<file path="src/wsd_pkg.sv">
package wsd_pkg;

  localparam int unsigned ByteW   = 8;
  localparam int unsigned KindW   = 3;
  localparam int unsigned ErrW    = 3;
  localparam int unsigned OpcW    = 4;
  localparam int unsigned LenW    = 24;
  localparam int unsigned ExtCntW = 4;

  localparam logic [LenW-1:0] MaxMsgReset = LenW'(1 << 20);

  // Opcodes
  localparam logic [OpcW-1:0] OpCont  = 4'h0;
  localparam logic [OpcW-1:0] OpText  = 4'h1;
  localparam logic [OpcW-1:0] OpBin   = 4'h2;
  localparam logic [OpcW-1:0] OpClose = 4'h8;
  localparam logic [OpcW-1:0] OpPing  = 4'h9;
  localparam logic [OpcW-1:0] OpPong  = 4'hA;

  // Short length codes that announce an extended length
  localparam logic [6:0] Len7Ext16 = 7'd126;
  localparam logic [6:0] Len7Ext64 = 7'd127;
  localparam logic [ExtCntW-1:0] Ext16Bytes = 4'd2;
  localparam logic [ExtCntW-1:0] Ext64Bytes = 4'd8;

  // Result kinds
  localparam logic [KindW-1:0] KindData      = 3'd0;
  localparam logic [KindW-1:0] KindEmptyEnd  = 3'd1;
  localparam logic [KindW-1:0] KindPing      = 3'd2;
  localparam logic [KindW-1:0] KindEmptyPing = 3'd3;
  localparam logic [KindW-1:0] KindClose     = 3'd4;
  localparam logic [KindW-1:0] KindError     = 3'd5;

  // Error codes
  localparam logic [ErrW-1:0] ErrMasked    = 3'd0;
  localparam logic [ErrW-1:0] ErrFrameBig  = 3'd1;
  localparam logic [ErrW-1:0] ErrOverlap   = 3'd2;
  localparam logic [ErrW-1:0] ErrOrphan    = 3'd3;
  localparam logic [ErrW-1:0] ErrMsgBig    = 3'd4;
  localparam logic [ErrW-1:0] ErrBadOpcode = 3'd5;

  typedef enum logic [3:0] {
    PhHdr0 = 4'b0001,
    PhHdr1 = 4'b0010,
    PhExt  = 4'b0100,
    PhPay  = 4'b1000
  } phase_e;

  typedef struct packed {
    logic [KindW-1:0] kind;
    logic [ByteW-1:0] data_byte;
    logic             end_flag;
    logic [ErrW-1:0]  error_code;
  } res_t;

endpackage

</file>
<file path="src/wsd_if.sv">
interface wsd_in_if;
  logic                      valid;
  logic                      ready;
  logic [wsd_pkg::ByteW-1:0] rx_byte;

  modport source (output valid, output rx_byte, input ready);
  modport sink   (input valid, input rx_byte, output ready);
endinterface

interface wsd_out_if;
  logic                      valid;
  logic                      ready;
  logic [wsd_pkg::KindW-1:0] kind;
  logic [wsd_pkg::ByteW-1:0] data_byte;
  logic                      end_flag;
  logic [wsd_pkg::ErrW-1:0]  error_code;

  modport source (output valid, output kind, output data_byte, output end_flag,
                  output error_code, input ready);
  modport sink   (input valid, input kind, input data_byte, input end_flag,
                  input error_code, output ready);
endinterface

</file>
<file path="src/websocket_frame_deframer_core.sv">
// WebSocket receive-side deframer: takes one server byte per rx_i transaction, walks the
// two header bytes and the optional 16- or 64-bit extended length, then forwards payload
// bytes on tx_o with at most one result per input byte. Text, binary and continuation
// payload comes out as data bytes (end_flag on the last byte of a final frame), ping
// payload as ping bytes so a pong can be built, and pong frames are dropped. Close and
// protocol errors (masked frame, frame or message above max_message_bytes, overlapping
// message, orphan continuation, unknown opcode) are reported as soon as the header is
// complete; the block then drops every byte until reset. Throughput is one byte per clock:
// each byte is parsed by a single state update, and the result lands in an output register
// backed by one skid entry, so rx_i stays ready until a second result waits on tx_o.
// Write cfg_we_i / cfg_wdata_i only while the block is idle.
module websocket_frame_deframer_core (
  input  logic                      clk_i,
  input  logic                      rst_ni,
  input  logic                      cfg_we_i,
  input  logic [wsd_pkg::LenW-1:0]  cfg_wdata_i,
  wsd_in_if.sink                    rx_i,
  wsd_out_if.source                 tx_o
);
  import wsd_pkg::*;

  // Parser state
  phase_e              phase_q, phase_d;
  logic                final_q, final_d;
  logic [OpcW-1:0]     opc_q, opc_d;
  logic                masked_q, masked_d;
  logic [ExtCntW-1:0]  ext_left_q, ext_left_d;
  logic [LenW-1:0]     len_q, len_d;      // low bits of the frame length
  logic                ovf_q, ovf_d;      // frame length has bits above LenW
  logic [LenW-1:0]     pay_left_q, pay_left_d;
  logic                asm_q, asm_d;
  logic [LenW-1:0]     msg_len_q, msg_len_d;
  logic                closed_q, closed_d;
  logic [LenW-1:0]     max_msg_q;

  // Output register plus one skid entry
  logic                out_vld_q, skid_vld_q;
  res_t                out_q, skid_q;

  logic                rx_fire;
  logic                hdr_done;
  logic                res_vld;
  res_t                res;
  logic                last_byte;
  logic [LenW:0]       msg_sum;
  logic                out_free;

  assign rx_i.ready = !skid_vld_q;
  assign rx_fire    = rx_i.valid && !skid_vld_q;
  assign msg_sum    = {1'b0, msg_len_q} + {1'b0, len_d};
  assign last_byte  = (pay_left_q == LenW'(1));

  always_comb begin
    phase_d    = phase_q;
    final_d    = final_q;
    opc_d      = opc_q;
    masked_d   = masked_q;
    ext_left_d = ext_left_q;
    len_d      = len_q;
    ovf_d      = ovf_q;
    pay_left_d = pay_left_q;
    asm_d      = asm_q;
    msg_len_d  = msg_len_q;
    closed_d   = closed_q;
    hdr_done   = 1'b0;
    res_vld    = 1'b0;
    res        = '0;

    if (rx_fire && !closed_q) begin
      case (phase_q)
        PhHdr0: begin
          final_d = rx_i.rx_byte[7];
          opc_d   = rx_i.rx_byte[OpcW-1:0];
          phase_d = PhHdr1;
        end
        PhHdr1: begin
          masked_d = rx_i.rx_byte[7];
          ovf_d    = 1'b0;
          if (rx_i.rx_byte[6:0] == Len7Ext16 || rx_i.rx_byte[6:0] == Len7Ext64) begin
            ext_left_d = (rx_i.rx_byte[6:0] == Len7Ext16) ? Ext16Bytes : Ext64Bytes;
            len_d      = '0;
            phase_d    = PhExt;
          end else begin
            len_d    = LenW'(rx_i.rx_byte[6:0]);
            hdr_done = 1'b1;
          end
        end
        PhExt: begin
          // Shift in big-endian; anything pushed past LenW bits sticks in ovf
          ovf_d      = ovf_q || (len_q[LenW-1 -: ByteW] != '0);
          len_d      = {len_q[LenW-ByteW-1:0], rx_i.rx_byte};
          ext_left_d = ext_left_q - ExtCntW'(1);
          if (ext_left_q == ExtCntW'(1)) begin
            hdr_done = 1'b1;
          end
        end
        PhPay: begin
          pay_left_d = pay_left_q - LenW'(1);
          if (last_byte) begin
            phase_d = PhHdr0;
          end
          if (opc_q == OpPing) begin
            res_vld        = 1'b1;
            res.kind       = KindPing;
            res.data_byte  = rx_i.rx_byte;
            res.end_flag   = last_byte;
          end else if (opc_q != OpPong) begin
            res_vld       = 1'b1;
            res.kind      = KindData;
            res.data_byte = rx_i.rx_byte;
            if (last_byte && final_q) begin
              res.end_flag = 1'b1;
              asm_d        = 1'b0;
              msg_len_d    = '0;
            end
          end
        end
        default: begin
          phase_d = PhHdr0;
        end
      endcase

      // Header complete: validate, then report or start the payload
      if (hdr_done) begin
        phase_d = PhHdr0;
        if (masked_d) begin
          res_vld        = 1'b1;
          res.kind       = KindError;
          res.error_code = ErrMasked;
          closed_d       = 1'b1;
        end else if (ovf_d || (len_d > max_msg_q)) begin
          res_vld        = 1'b1;
          res.kind       = KindError;
          res.error_code = ErrFrameBig;
          closed_d       = 1'b1;
        end else if (opc_d == OpClose) begin
          res_vld  = 1'b1;
          res.kind = KindClose;
          closed_d = 1'b1;
        end else if (opc_d == OpPing) begin
          if (len_d == '0) begin
            res_vld  = 1'b1;
            res.kind = KindEmptyPing;
          end else begin
            pay_left_d = len_d;
            phase_d    = PhPay;
          end
        end else if (opc_d == OpPong) begin
          if (len_d != '0) begin
            pay_left_d = len_d;
            phase_d    = PhPay;
          end
        end else if ((opc_d == OpText || opc_d == OpBin) && asm_q) begin
          res_vld        = 1'b1;
          res.kind       = KindError;
          res.error_code = ErrOverlap;
          closed_d       = 1'b1;
        end else if (opc_d == OpCont && !asm_q) begin
          res_vld        = 1'b1;
          res.kind       = KindError;
          res.error_code = ErrOrphan;
          closed_d       = 1'b1;
        end else if (opc_d == OpCont && (msg_sum > {1'b0, max_msg_q})) begin
          res_vld        = 1'b1;
          res.kind       = KindError;
          res.error_code = ErrMsgBig;
          closed_d       = 1'b1;
        end else if (opc_d != OpText && opc_d != OpBin && opc_d != OpCont) begin
          res_vld        = 1'b1;
          res.kind       = KindError;
          res.error_code = ErrBadOpcode;
          closed_d       = 1'b1;
        end else begin
          // Data frame accepted: open or extend the message
          asm_d     = 1'b1;
          msg_len_d = (opc_d == OpCont) ? msg_sum[LenW-1:0] : len_d;
          if (len_d == '0) begin
            if (final_d) begin
              asm_d     = 1'b0;
              msg_len_d = '0;
              res_vld   = 1'b1;
              res.kind  = KindEmptyEnd;
            end
          end else begin
            pay_left_d = len_d;
            phase_d    = PhPay;
          end
        end
      end
    end
  end

  always_ff @(posedge clk_i or negedge rst_ni) begin
    if (!rst_ni) begin
      phase_q    <= PhHdr0;
      final_q    <= 1'b0;
      opc_q      <= '0;
      masked_q   <= 1'b0;
      ext_left_q <= '0;
      len_q      <= '0;
      ovf_q      <= 1'b0;
      pay_left_q <= '0;
      asm_q      <= 1'b0;
      msg_len_q  <= '0;
      closed_q   <= 1'b0;
      max_msg_q  <= MaxMsgReset;
    end else begin
      phase_q    <= phase_d;
      final_q    <= final_d;
      opc_q      <= opc_d;
      masked_q   <= masked_d;
      ext_left_q <= ext_left_d;
      len_q      <= len_d;
      ovf_q      <= ovf_d;
      pay_left_q <= pay_left_d;
      asm_q      <= asm_d;
      msg_len_q  <= msg_len_d;
      closed_q   <= closed_d;
      if (cfg_we_i) begin
        max_msg_q <= cfg_wdata_i;
      end
    end
  end

  // A new result goes to the output register when it is empty or draining this
  // cycle; otherwise park it in the skid entry and hold rx_i off.
  assign out_free = !out_vld_q || tx_o.ready;

  always_ff @(posedge clk_i or negedge rst_ni) begin
    if (!rst_ni) begin
      out_vld_q  <= 1'b0;
      skid_vld_q <= 1'b0;
    end else if (res_vld) begin
      if (out_free) begin
        out_vld_q <= 1'b1;
      end else begin
        skid_vld_q <= 1'b1;
      end
    end else if (out_vld_q && tx_o.ready) begin
      if (skid_vld_q) begin
        skid_vld_q <= 1'b0;
      end else begin
        out_vld_q <= 1'b0;
      end
    end
  end

  always_ff @(posedge clk_i) begin
    if (res_vld) begin
      if (out_free) begin
        out_q <= res;
      end else begin
        skid_q <= res;
      end
    end else if (out_vld_q && tx_o.ready && skid_vld_q) begin
      out_q <= skid_q;
    end
  end

  assign tx_o.valid      = out_vld_q;
  assign tx_o.kind       = out_q.kind;
  assign tx_o.data_byte  = out_q.data_byte;
  assign tx_o.end_flag   = out_q.end_flag;
  assign tx_o.error_code = out_q.error_code;

endmodule

</file>
<file path="src/flat_wrapper.sv">
// flat-port wrapper written by rule: the top's interface ports become plain ports
module websocket_frame_deframer_core_flat import wsd_pkg::*;
  (clk_i, rst_ni, cfg_we_i, cfg_wdata_i, rx_i_valid, rx_i_rx_byte, rx_i_ready, tx_o_valid, tx_o_kind, tx_o_data_byte, tx_o_end_flag, tx_o_error_code, tx_o_ready);
  wsd_in_if rx_i_i ();
  wsd_out_if tx_o_i ();
  input  logic clk_i;
  input  logic rst_ni;
  input  logic cfg_we_i;
  input  logic [wsd_pkg::LenW-1:0] cfg_wdata_i;
  input wire logic [$bits(rx_i_i.valid)-1:0] rx_i_valid;
  input wire logic [$bits(rx_i_i.rx_byte)-1:0] rx_i_rx_byte;
  output wire logic [$bits(rx_i_i.ready)-1:0] rx_i_ready;
  output wire logic [$bits(tx_o_i.valid)-1:0] tx_o_valid;
  output wire logic [$bits(tx_o_i.kind)-1:0] tx_o_kind;
  output wire logic [$bits(tx_o_i.data_byte)-1:0] tx_o_data_byte;
  output wire logic [$bits(tx_o_i.end_flag)-1:0] tx_o_end_flag;
  output wire logic [$bits(tx_o_i.error_code)-1:0] tx_o_error_code;
  input wire logic [$bits(tx_o_i.ready)-1:0] tx_o_ready;
  assign rx_i_i.valid = rx_i_valid;
  assign rx_i_i.rx_byte = rx_i_rx_byte;
  assign rx_i_ready = rx_i_i.ready;
  assign tx_o_valid = tx_o_i.valid;
  assign tx_o_kind = tx_o_i.kind;
  assign tx_o_data_byte = tx_o_i.data_byte;
  assign tx_o_end_flag = tx_o_i.end_flag;
  assign tx_o_error_code = tx_o_i.error_code;
  assign tx_o_i.ready = tx_o_ready;
  websocket_frame_deframer_core u_core (.clk_i(clk_i), .rst_ni(rst_ni), .cfg_we_i(cfg_we_i), .cfg_wdata_i(cfg_wdata_i), .rx_i(rx_i_i), .tx_o(tx_o_i));
endmodule
</file>
<file path="config.mk">
export PLATFORM = sky130hd
export DESIGN_NAME = websocket_frame_deframer_core_flat
export DESIGN_NICKNAME = d
export VERILOG_FILES = /design/src/wsd_pkg.sv /design/src/wsd_if.sv /design/src/websocket_frame_deframer_core.sv /design/src/flat_wrapper.sv
export SDC_FILE = /design/constraint.sdc
export NUM_CORES = 1
export LEC_CHECK = 0
export BUFFER_PORTS_ARGS = -buffer_cell sky130_fd_sc_hd__buf_2
export CORE_MARGIN = 5
export CORE_UTILIZATION = 50
export CTS_CLUSTER_DIAMETER = 60
export DETAILED_ROUTE_END_ITERATION = 8
export PLACE_DENSITY_LB_ADDON = 0.25
export RECOVER_POWER = 50
export SETUP_SLACK_MARGIN = 0.2
export SLEW_MARGIN = 25
export SYNTH_ARGS = -nofsm -noshare
export SYNTH_HDL_FRONTEND = slang
export SYNTH_SLANG_ARGS = --single-unit
</file>
<file path="constraint.sdc">
create_clock -name clk_i -period 20.1 [get_ports clk_i]
set_clock_uncertainty 0.2 [all_clocks]
set_input_delay 4.02 -clock clk_i [delete_from_list [all_inputs] [get_ports clk_i]]
set_output_delay 4.02 -clock clk_i [all_outputs]
set_load 0.1 [all_outputs]
</file>
==> impl_metrics.csv, run 1 <==
group,metric,value,unit
global_route,met1_usage,0.3847,
die,io_pins,54,
logic_synthesis,yosysTopAreaCell,"dfrtp_1",
sta,fin_crit_sh,0.6081,
sta,setup_viol,0,
power_and_ir_drop,leakage,4.938,nW
sta,rsz0062_at_grt,"no",
placement,numPortBuffers,53,
power_and_ir_drop,swShare,0.2587,
logic_synthesis,async_flop_share,0.7931,
placement,placed_cell_area,10450,sq um
logic_synthesis,synthTopCellsByArea,"dfrtp_1, ha_1, edfxtp_1, nand2_1, a22o_1",
clocking,clock-sinks,145,
power_and_ir_drop,clockPowerShare,0.472,
logic_synthesis,synth_edf_count,30,
run_status,violations,"capacitance limit, slew limit",
setup_path,r2r_start,"u_core.skid_vld_q",
global_route,grt_max_degree,48,
global_route,top_usage_layer,"met1",
clocking,numCtsBuffers,17,
global_route,overflow,0,
logic_synthesis,synth_top_area_frac,0.2851,
power_and_ir_drop,irDropWorstVdd,0.00005834,V
cells_and_area,fin_area,10980,sq um
die,die_area,22750,sq um
clocking,cts_tree,"built",
route,drc,0,
logic_synthesis,postSynthCellCount,1084,
cells_and_area,final_util,0.5625,
power_and_ir_drop,switchingPower,0.1663,mW
die,initial_utilization,0.5079,
sta,slew_viol_final,160,
global_route,grtUsageMet2,0.3751,
global_route,use_met3,0.05955,
cells_and_area,drive_above_1_share,0.1228,
flow_run,maxCapViolCount,4,
power_and_ir_drop,pwr-share-seq,0.475,
logic_synthesis,ys.flop_type,"dfrtp_1",
logic_synthesis,yosysSeqAreaShare,0.3813,
setup_path,worst_path_max_delay_cell,"clkbuf_1",
logic_synthesis,yosys_warnings,0,
cells_and_area,nets,1241,
cells_and_area,insertedDiodeCount,0,
setup_path,cp-end-kind,"register",
power_and_ir_drop,pwr_density_cell,58.53,nW/um^2
clocking,clk_pin_slew,60,ps
logic_synthesis,syn_area,9917,sq um
route,firstDrtPassIters,5,
die,core,19530,sq um
cells_and_area,area_delta_synth_final,10.76,%
setup_path,cp-start-kind,"input pin",
sta,slew_headroom,-0.5612,
logic_synthesis,avgSynthCellArea,9.149,sq um
global_route,grt_pass1_wl,46260,um
sta,hold_viol,0,
setup_path,critPathMaxFanout,39,
clocking,clockBufferDepth,2,
global_route,grt_pass1_vias,8312,
global_route,antenna_found_initial,0,
placement,dp_hpwl,21920,um
route,vias_per_cell,6.370,
power_and_ir_drop,internal_power,0.4766,mW
worst_hold_path,hold_class,"reg -> reg",
power_and_ir_drop,combPwrFrac,0.053,
sta,period_needed,12220,ps
worst_hold_path,worstHoldStart,"u_core.closed_q",
clocking,cts_resized,0,
setup_path,cpPeakStageDelay,1260,ps
logic_synthesis,synth_nets,1198,
route,wirelength,29820,um
setup_path,cp-startpoint,"rx_i_valid",
power_and_ir_drop,fin_total_pwr,0.6429,mW
run_status,status,"complete, but fails checks",
route,dr.first_iter.drc_count,863,
die,die_height,150.8,um
logic_synthesis,ys_seq_elements,145,
clocking,ctsHtreeMaxLevel,4,
route,ant_nets,0,
setup_path,critical_path_arrival,12340,ps
setup_path,cp.required,20220,ps
cells_and_area,final_common_cell,"nand2_1",
logic_synthesis,synth_cell_types,80,
clocking,clock_latency,440,ps
sta,timing.fmax,81.81,MHz
cells_and_area,final_cell_mix,"nand2_1, dfrtp_1, ha_1, o21ai_0, a21oi_1",
clocking,holdBufCountCts,0,
global_route,grt_use_total,0.2649,
die,die_x,150.8,um
die,rows,51,
clocking,root_buffer,"clkbuf_16",
placement,place.gp.congestion,0.9681,
clocking,postCtsSetupBuffers,0,
sta,worstMarginPinSlew,2342,ps
route,wl_per_cell,21.23,um
route,vias,8950,
setup_path,crit_type,"in -> reg",
sta,fin_setup_tns,0,ps
[per-stage QoR]
step	instances	hold WS, ps	setup slack, ps
detailed placement	1373	256.9	8598
global route	1405	306.0	7399
floorplan	1084	222.2	9067
global placement	1373	250.7	8768
CTS	1405	271.8	9042
finish	1405	265.9	7876
[Yosys cell counts, drive strengths merged, types with 9 or more instances]
master and number:
a22o 42, edfxtp 30, o21ai 93, a211oi 15
nor2 60, nand2 114, and2 14, nand4 12
xnor2 16, buf 22, a21oi 73, clkbuf 25
a31oi 9, and3 14, nor2b 17, o22a 10
mux2i 17, nand3 30, ha 76, dfrtp 113
inv 56, a22oi 9, nor4 22, or3 17
a21o 24, o211ai 13, nor3 30, o21a 13
[cells by family after synthesis]
| kind of cell | after synthesis | synth area share |
|---|---|---|
| adders and majority gates | 77 | 0.09791 |
| muxes | 24 | 0.02511 |
| xor gates and xnor gates | 24 | 0.02120 |
| AOI/OAI and AO/OA | 349 | 0.2385 |
| buffers and inverters | 103 | 0.04315 |
| and+or+nand+nor | 362 | 0.1929 |
| DFF | 145 | 0.3813 |
[worst max-delay path: cells and delay by family]
kind	cells	cell delay [ps]
AO/OA/AOI/OAI	12	3010
buffers and inverters	4	2230
AND/OR/NAND/NOR	6	1960
adder cells (fa/ha/maj)	3	990
XOR/XNOR	1	100
[power by group through the flow]
stage	Combinational, mW	Sequential, mW	Clock [mW]
after floorplan	0.0189	0.311	0
after global placement	0.0330	0.311	0
after detailed placement	0.0341	0.311	0
after CTS	0.0343	0.305	0.306
after global routing	0.0393	0.306	0.319
final	0.0339	0.305	0.304
[area by class of cell]
class | instances | area [sq um]
inverters | 56 | 210.2
clock buffers | 18 | 429.2
clock inverters | 14 | 121.4
multi-input cells | 836 | 5728
well taps | 265 | 331.6
flip-flops and latches | 145 | 3781
fillers | 1820 | 8542
repair buffers | 71 | 382.9
[worst paths after layout]
check	slack, ps	to	cells after the start
setup / recovery	7880	u_core.pay_left_q[5]	26
hold / removal	270	u_core.closed_q	2
setup reg to reg	11020	u_core.pay_left_q[5]	26
hold reg to reg	270	u_core.closed_q	2
max in group asynchronous	12510	u_core.pay_left_q[14]	2
min in group asynchronous	4090	u_core.msg_len_q[9]	1
[flip-flops by register name, indices dropped and copies added (netlist names)]
name	flops
u_core.len_q	24
u_core.tx_o.valid	1
u_core.ovf_q	1
u_core.final_q	1
u_core.ext_left_q	4
u_core.skid_vld_q	1
u_core.asm_q	1
u_core.tx_o.error_code	3
u_core.masked_q	1
u_core.tx_o.kind	3
u_core.msg_len_q	24
u_core.skid_q	15
u_core.phase_q	4
u_core.max_msg_q	24
u_core.opc_q	4
u_core.tx_o.end_flag	1
u_core.closed_q	1
u_core.tx_o.data_byte	8
u_core.pay_left_q	24
[layer usage]
layer  part of all wire  wire length [um]
met1               0.45             13280
met2               0.42             12510
met3              0.091              2721
met4              0.044              1310
met5                  0                 0
(Power assumes the default switching activity.)
==> run 2, diff against run 1 <==
==> constraint.sdc (replaced) <==
create_clock -name clk_i -period 10.11 [get_ports clk_i]
set_clock_uncertainty 0.2 [all_clocks]
set_input_delay 2.022 -clock clk_i [delete_from_list [all_inputs] [get_ports clk_i]]
set_output_delay 2.022 -clock clk_i [all_outputs]
set_load 0.1 [all_outputs]
==> run 2 against run 1 <==
Via count down 1.1%; combinational power up 97%; flip-flop and latch count unchanged; the run still ends with capacitance limit, slew limit left.
==> impl_metrics.csv, run 2 (synthesis gave the netlist of run 1 again) <==
group,metric,value,unit
run_status,violations,"capacitance limit, slew limit",
sta,rsz0062_at_grt,"no",
placement,place.gp.congestion,0.9833,
die,io_pins,54,
route,dr.first_iter.drc_count,814,
setup_path,crit_type,"in -> reg",
clocking,clockBufferDepth,2,
route,ant_nets,0,
setup_path,worstRegToRegCells,22,
power_and_ir_drop,irDropWorstVdd,0.0001133,V
placement,dp_hpwl,22000,um
die,core,19530,sq um
clocking,numCtsBuffers,17,
cells_and_area,final_cell_mix,"nand2_1, dfrtp_1, ha_1, o21ai_0, a21oi_1",
sta,worstMarginPinSlew,3640,ps
clocking,cts_resized,0,
sta,slew_viol_final,155,
sta,fin_crit_sh,0.8912,
global_route,overflow,0,
setup_path,path_cells,"buf_2 > and3_1 > o21ai_0 > clkbuf_1 > a22o_1 > ha_1 > a2111oi_0 > o21ai_0 > a31oi_1 > o2111ai_1 > a31oi_1 > mux2i_1 > o2111ai_1 > ha_1 > and3_1 > a221o_1 > a31oi_1 > o2111a_1 > and3_1 > a21oi_2 > or4_1 > a21o_1 > a221o_1",
setup_path,cp-start-kind,"input pin",
setup_path,r2r_start,"u_core.phase_q[2]",
sta,setup_viol,0,
die,initial_utilization,0.5079,
route,wirelength,29830,um
cells_and_area,insertedDiodeCount,0,
setup_path,critPathMaxFanout,27,
route,vias,8848,
die,die_area,22750,sq um
cells_and_area,fin_cells,1407,
clocking,cts_tree,"built",
setup_path,reg2reg_slack,1360,ps
sta,period_needed,9010,ps
setup_path,cp-startpoint,"rx_i_valid",
placement,dp_cells,1375,
setup_path,cpPeakStageDelay,930,ps
setup_path,crit_end,"u_core.pay_left_q[6]",
cells_and_area,area_delta_synth_final,11.52,%
clocking,postCtsSetupBuffers,0,
route,wl_per_cell,21.20,um
clocking,ctsHtreeMaxLevel,4,
power_and_ir_drop,pwr_density_cell,119.7,nW/um^2
cells_and_area,drive_above_1_share,0.1261,
sta,fin_setup_tns,0,ps
clocking,root_buffer,"clkbuf_16",
die,rows,51,
cells_and_area,fill_cells,1789,
die,die_height,150.8,um
setup_path,timing.rr.end,"u_core.pay_left_q[6]",
die,die_x,150.8,um
route,firstDrtPassIters,5,
clocking,clk_pin_slew,70,ps
sta,slew_headroom,-1.427,
setup_path,critical_path_arrival,9140,ps
route,drc,0,
run_status,status,"complete, but fails checks",
clocking,clock_latency,450,ps
global_route,grt_max_degree,68,
global_route,antenna_found_initial,0,
global_route,grt_pass1_vias,8297,
cells_and_area,final_common_cell,"nand2_1",
flow_run,maxCapViolCount,3,
sta,hold_viol,0,
sta,timing.fmax,111.0,MHz
route,vias_per_cell,6.289,
clocking,clock-sinks,145,
worst_hold_path,hold_class,"reg -> reg",
clocking,holdBufCountCts,0,
cells_and_area,nets,1243,
global_route,grt_use_total,0.2678,
placement,numPortBuffers,53,
setup_path,cp.required,10240,ps
setup_path,cp-end-kind,"register",
global_route,grt_pass1_wl,46680,um
power_and_ir_drop,fin_total_pwr,1.324,mW
power_and_ir_drop,leakage,4.969,nW
setup_path,worst_path_max_delay_cell,"clkbuf_1",
-- run 2: cell count changes in the layout (fill, tap and decap cells not counted), moves of 2 or more --
cell	before	now
buf_4	14	17
clkinv_8	0	5
inv_6	6	1
inv_8	2	5
clkbuf_1	7	5
-- run 2: worst min path at each step --
stage	start	to	slack (ps)	cells past startpoint
after global placement	u_core.closed_q	u_core.closed_q	240	2
after global routing	u_core.closed_q	u_core.closed_q	310	2
after floorplan	u_core.closed_q	u_core.closed_q	220	2
final	u_core.closed_q	u_core.closed_q	260	2
after detailed placement	u_core.closed_q	u_core.closed_q	250	2
after CTS	u_core.closed_q	u_core.closed_q	260	2
-- run 2: cell type report --
type | count | area (sq um) | area share
multi-input combinational | 836 | 5722 | 0.5174
sequential | 145 | 3781 | 0.3419
clock buffer | 17 | 425.4 | 0.03847
timing repair buffer | 73 | 401.6 | 0.03632
tap | 265 | 331.6 | 0.02998
inverter | 56 | 210.2 | 0.01901
clock inverter | 15 | 187.7 | 0.01697
-- run 2: through the flow --
stage	worst slack (ps)	area, sq um	utilization	hold WS [ps]
global placement	1105	10470	0.5360	237.5
detailed placement	1008	10470	0.5360	246.3
finish	1100	11060	0.5664	263.3
global route	761.7	11060	0.5664	307.1
floorplan	1075	9917	-	222.2
CTS	1429	11080	0.5674	263.4
-- run 2: critical path, delay by kind of cell --
family / cells / cell delay, ps
compound gates: 14 / 3680
simple gates: 4 / 1440
buf+inv: 2 / 1030
fa+ha+maj: 2 / 670
mux: 1 / 270
-- run 2: report_power, final --
part / switching, mW / internal, mW / leakage (nW)
clock: 0.314 / 0.337 / 0.294
combinational: 0.0455 / 0.0213 / 2.94
sequential: 0.00273 / 0.604 / 1.73
total: 0.363 / 0.962 / 4.97
-- run 2: metal layers --
layer,global-route usage,vias to the layer above,wire [um]
met5,0,-,0
met4,0.1079,0,1047
met3,0.05745,55,2457
met2,0.3847,395,12620
met1,0.3930,4263,13710
li1,-,4135,-
==> run 3, diff against run 2 <==
--- a/config.mk
+++ b/config.mk
@@ -6,6 +6,7 @@
 export NUM_CORES = 1
 export LEC_CHECK = 0
 export BUFFER_PORTS_ARGS = -buffer_cell sky130_fd_sc_hd__buf_2
+export CORE_ASPECT_RATIO = 0.6
 export CORE_MARGIN = 5
 export CORE_UTILIZATION = 50
 export CTS_CLUSTER_DIAMETER = 60
==> constraint.sdc (replaced) <==
create_clock -name clk_i -period 7.3 [get_ports clk_i]
set_clock_uncertainty 0.2 [all_clocks]
set_input_delay 1.46 -clock clk_i [delete_from_list [all_inputs] [get_ports clk_i]]
set_output_delay 1.46 -clock clk_i [all_outputs]
set_load 0.1 [all_outputs]
==> run 3 against run 2 <==
The flow still finishes with violations (capacitance limit, slew limit); final cell count grew 7.0%; global-route usage grew 3.0 points; clock power grew 37%; first-iteration DRC count grew 41%; via count grew 5.3%; core utilization grew 5.6 points; routed wire length grew 14%; die area grew 0.40%; count of clock-buffer cells in the layout grew 1; flip-flop and latch count is the same; worst setup slack lost 900 ps; combinational power grew 56%; critical path type unchanged; largest cell class unchanged; largest power group unchanged.
==> impl_metrics.csv, run 3 (synthesis gave the netlist of run 1 again) <==
group,metric,value,unit
clocking,numCtsBuffers,17,
placement,numPortBuffers,53,
worst_hold_path,hold_class,"reg -> reg",
setup_path,timing.rr.end,"u_core.pay_left_q[19]",
sta,fin_crit_sh,0.9730,
worst_hold_path,hold_depth,2,
route,firstDrtPassIters,5,
cells_and_area,fin_area,11990,sq um
run_status,status,"complete, but fails checks",
power_and_ir_drop,pwr-share-seq,0.458,
die,rows,39,
cells_and_area,drive_above_1_share,0.2018,
setup_path,worstRegToRegCells,27,
power_and_ir_drop,switchingPower,0.4298,mW
route,wl_per_cell,22.57,um
route,drc,0,
sta,fin_setup_tns,0,ps
power_and_ir_drop,leakage,5.524,nW
sta,period_needed,7103,ps
setup_path,r2r_start,"u_core.phase_q[1]",
route,wirelength,33990,um
cells_and_area,final_util,0.6221,
power_and_ir_drop,internal_power,1.409,mW
clocking,clockBufferDepth,2,
setup_path,cp-end-kind,"register",
clocking,clk_pin_slew,60,ps
setup_path,crit_type,"in -> reg",
die,initial_utilization,0.5145,
power_and_ir_drop,fin_total_pwr,1.838,mW
cells_and_area,area_delta_synth_final,20.91,%
route,dr.first_iter.drc_count,1145,
cells_and_area,seqCellArea,3781,sq um
die,die_height,119.1,um
die,die_x,191.8,um
power_and_ir_drop,combPwrFrac,0.057,
power_and_ir_drop,pwr_density_cell,153.3,nW/um^2
clocking,ctsHtreeMaxLevel,4,
sta,setup_viol,0,
sta,timing.fmax,140.8,MHz
clocking,clock-sinks,145,
setup_path,cp-start-kind,"input pin",
cells_and_area,multiInputGateArea,5876,sq um
setup_path,critical_path_arrival,7230,ps
power_and_ir_drop,clockPowerShare,0.486,
cells_and_area,fill_cells,1643,
route,ant_nets,0,
setup_path,cp_common_cell,"buf_6",
global_route,grt_use_total,0.2978,
global_route,grt_max_degree,64,
sta,hold_viol,0,
power_and_ir_drop,irDropWorstVdd,0.0001695,V
die,core,19270,sq um
setup_path,cp-startpoint,"rx_i_rx_byte[2]",
placement,place.gp.congestion,1.088,
power_and_ir_drop,swShare,0.2338,
global_route,grt_pass1_vias,8535,
sta,whs,259.1,ps
placement,dp_hpwl,26040,um
global_route,antenna_found_initial,0,
route,vias_per_cell,6.184,
worst_hold_path,worstHoldStart,"u_core.closed_q",
clocking,root_buffer,"clkbuf_16",
setup_path,cp.required,7430,ps
route,vias,9313,
cells_and_area,final_common_cell,"nand2_1",
placement,placed_cell_area,11210,sq um
run_status,violations,"capacitance limit, slew limit",
worst_hold_path,whs_endpoint,"u_core.closed_q",
clocking,cts_tree,"built",
die,io_pins,54,
setup_path,worst_path_max_delay_cell,"or4_4",
cells_and_area,final_cell_mix,"nand2_1, dfrtp_1, buf_4, ha_1",
global_route,overflow,0,
setup_path,cpPeakStageDelay,570,ps
setup_path,critPathMaxFanout,7,
flow_run,maxCapViolCount,2,
sta,worstMarginPinSlew,3500,ps
die,die_area,22840,sq um
clocking,holdBufCountCts,0,
sta,rsz0062_at_grt,"yes",
sta,slew_viol_final,112,
cells_and_area,nets,1340,
global_route,grt_pass1_wl,51520,um
sta,slew_headroom,-1.333,
setup_path,reg2reg_slack,460,ps
clocking,clock_latency,440,ps
[run 3: critical path: cells and delay by family]
family,cells,cell delay (ps)
AO/OA/AOI/OAI,11,2210
buffers and inverters,5,640
AND/OR/NAND/NOR,9,1950
adder cells (fa/ha/maj),3,860
XOR/XNOR,1,110
[run 3: area by class of cell]
class,count,area share
antenna,1,0.0002087
clock buffer,18,0.03579
clock inverter,14,0.01367
inverter,56,0.01753
multi-input combinational,836,0.4900
sequential,145,0.3154
tap,266,0.02776
timing repair buffer,170,0.09966
[run 3: per-stage QoR]
| stage | instances | setup WS [ps] |
|---|---|---|
| 4_1_cts | 1495 | 276.4 |
| 3_5_place_dp | 1463 | -161.6 |
| 6_report | 1506 | 197.3 |
| 2_1_floorplan | 1084 | 85.10 |
| 5_1_grt | 1505 | 15.15 |
| 3_3_place_gp | 1463 | -99.12 |
[run 3: what timing repair did]
action / in CTS / in global routing
buffers inserted: 0 / 10
resized for setup: 0 / 30
endpoints found under the setup margin: 0 / 97
[run 3: worst max path at each step]
stage,endpoint,slack [ps],cells after the start
floorplan,u_core.skid_q[0],90,25
global placement,u_core.pay_left_q[13],-100,26
detailed placement,u_core.skid_q[7],-160,24
CTS,u_core.skid_q[8],280,24
global route,u_core.pay_left_q[19],20,29
finish,u_core.pay_left_q[19],200,29
[run 3: layer usage]
layer | wire length [um] | up-vias | global-route usage
li1 | - | 4354 | -
met1 | 16030 | 4417 | 0.4554
met2 | 12220 | 504 | 0.3558
met3 | 5071 | 34 | 0.1573
met4 | 506 | 4 | 0.06592
met5 | 161 | - | 0.05769
[run 3: power by group through the flow]
stage | registers, mW | logic (mW) | clock network [mW]
2_1_floorplan | 0.855 | 0.0525 | 0
3_3_place_gp | 0.856 | 0.0989 | 0
3_5_place_dp | 0.856 | 0.102 | 0
4_1_cts | 0.841 | 0.103 | 0.904
5_1_grt | 0.842 | 0.119 | 0.939
6_report | 0.841 | 0.104 | 0.893
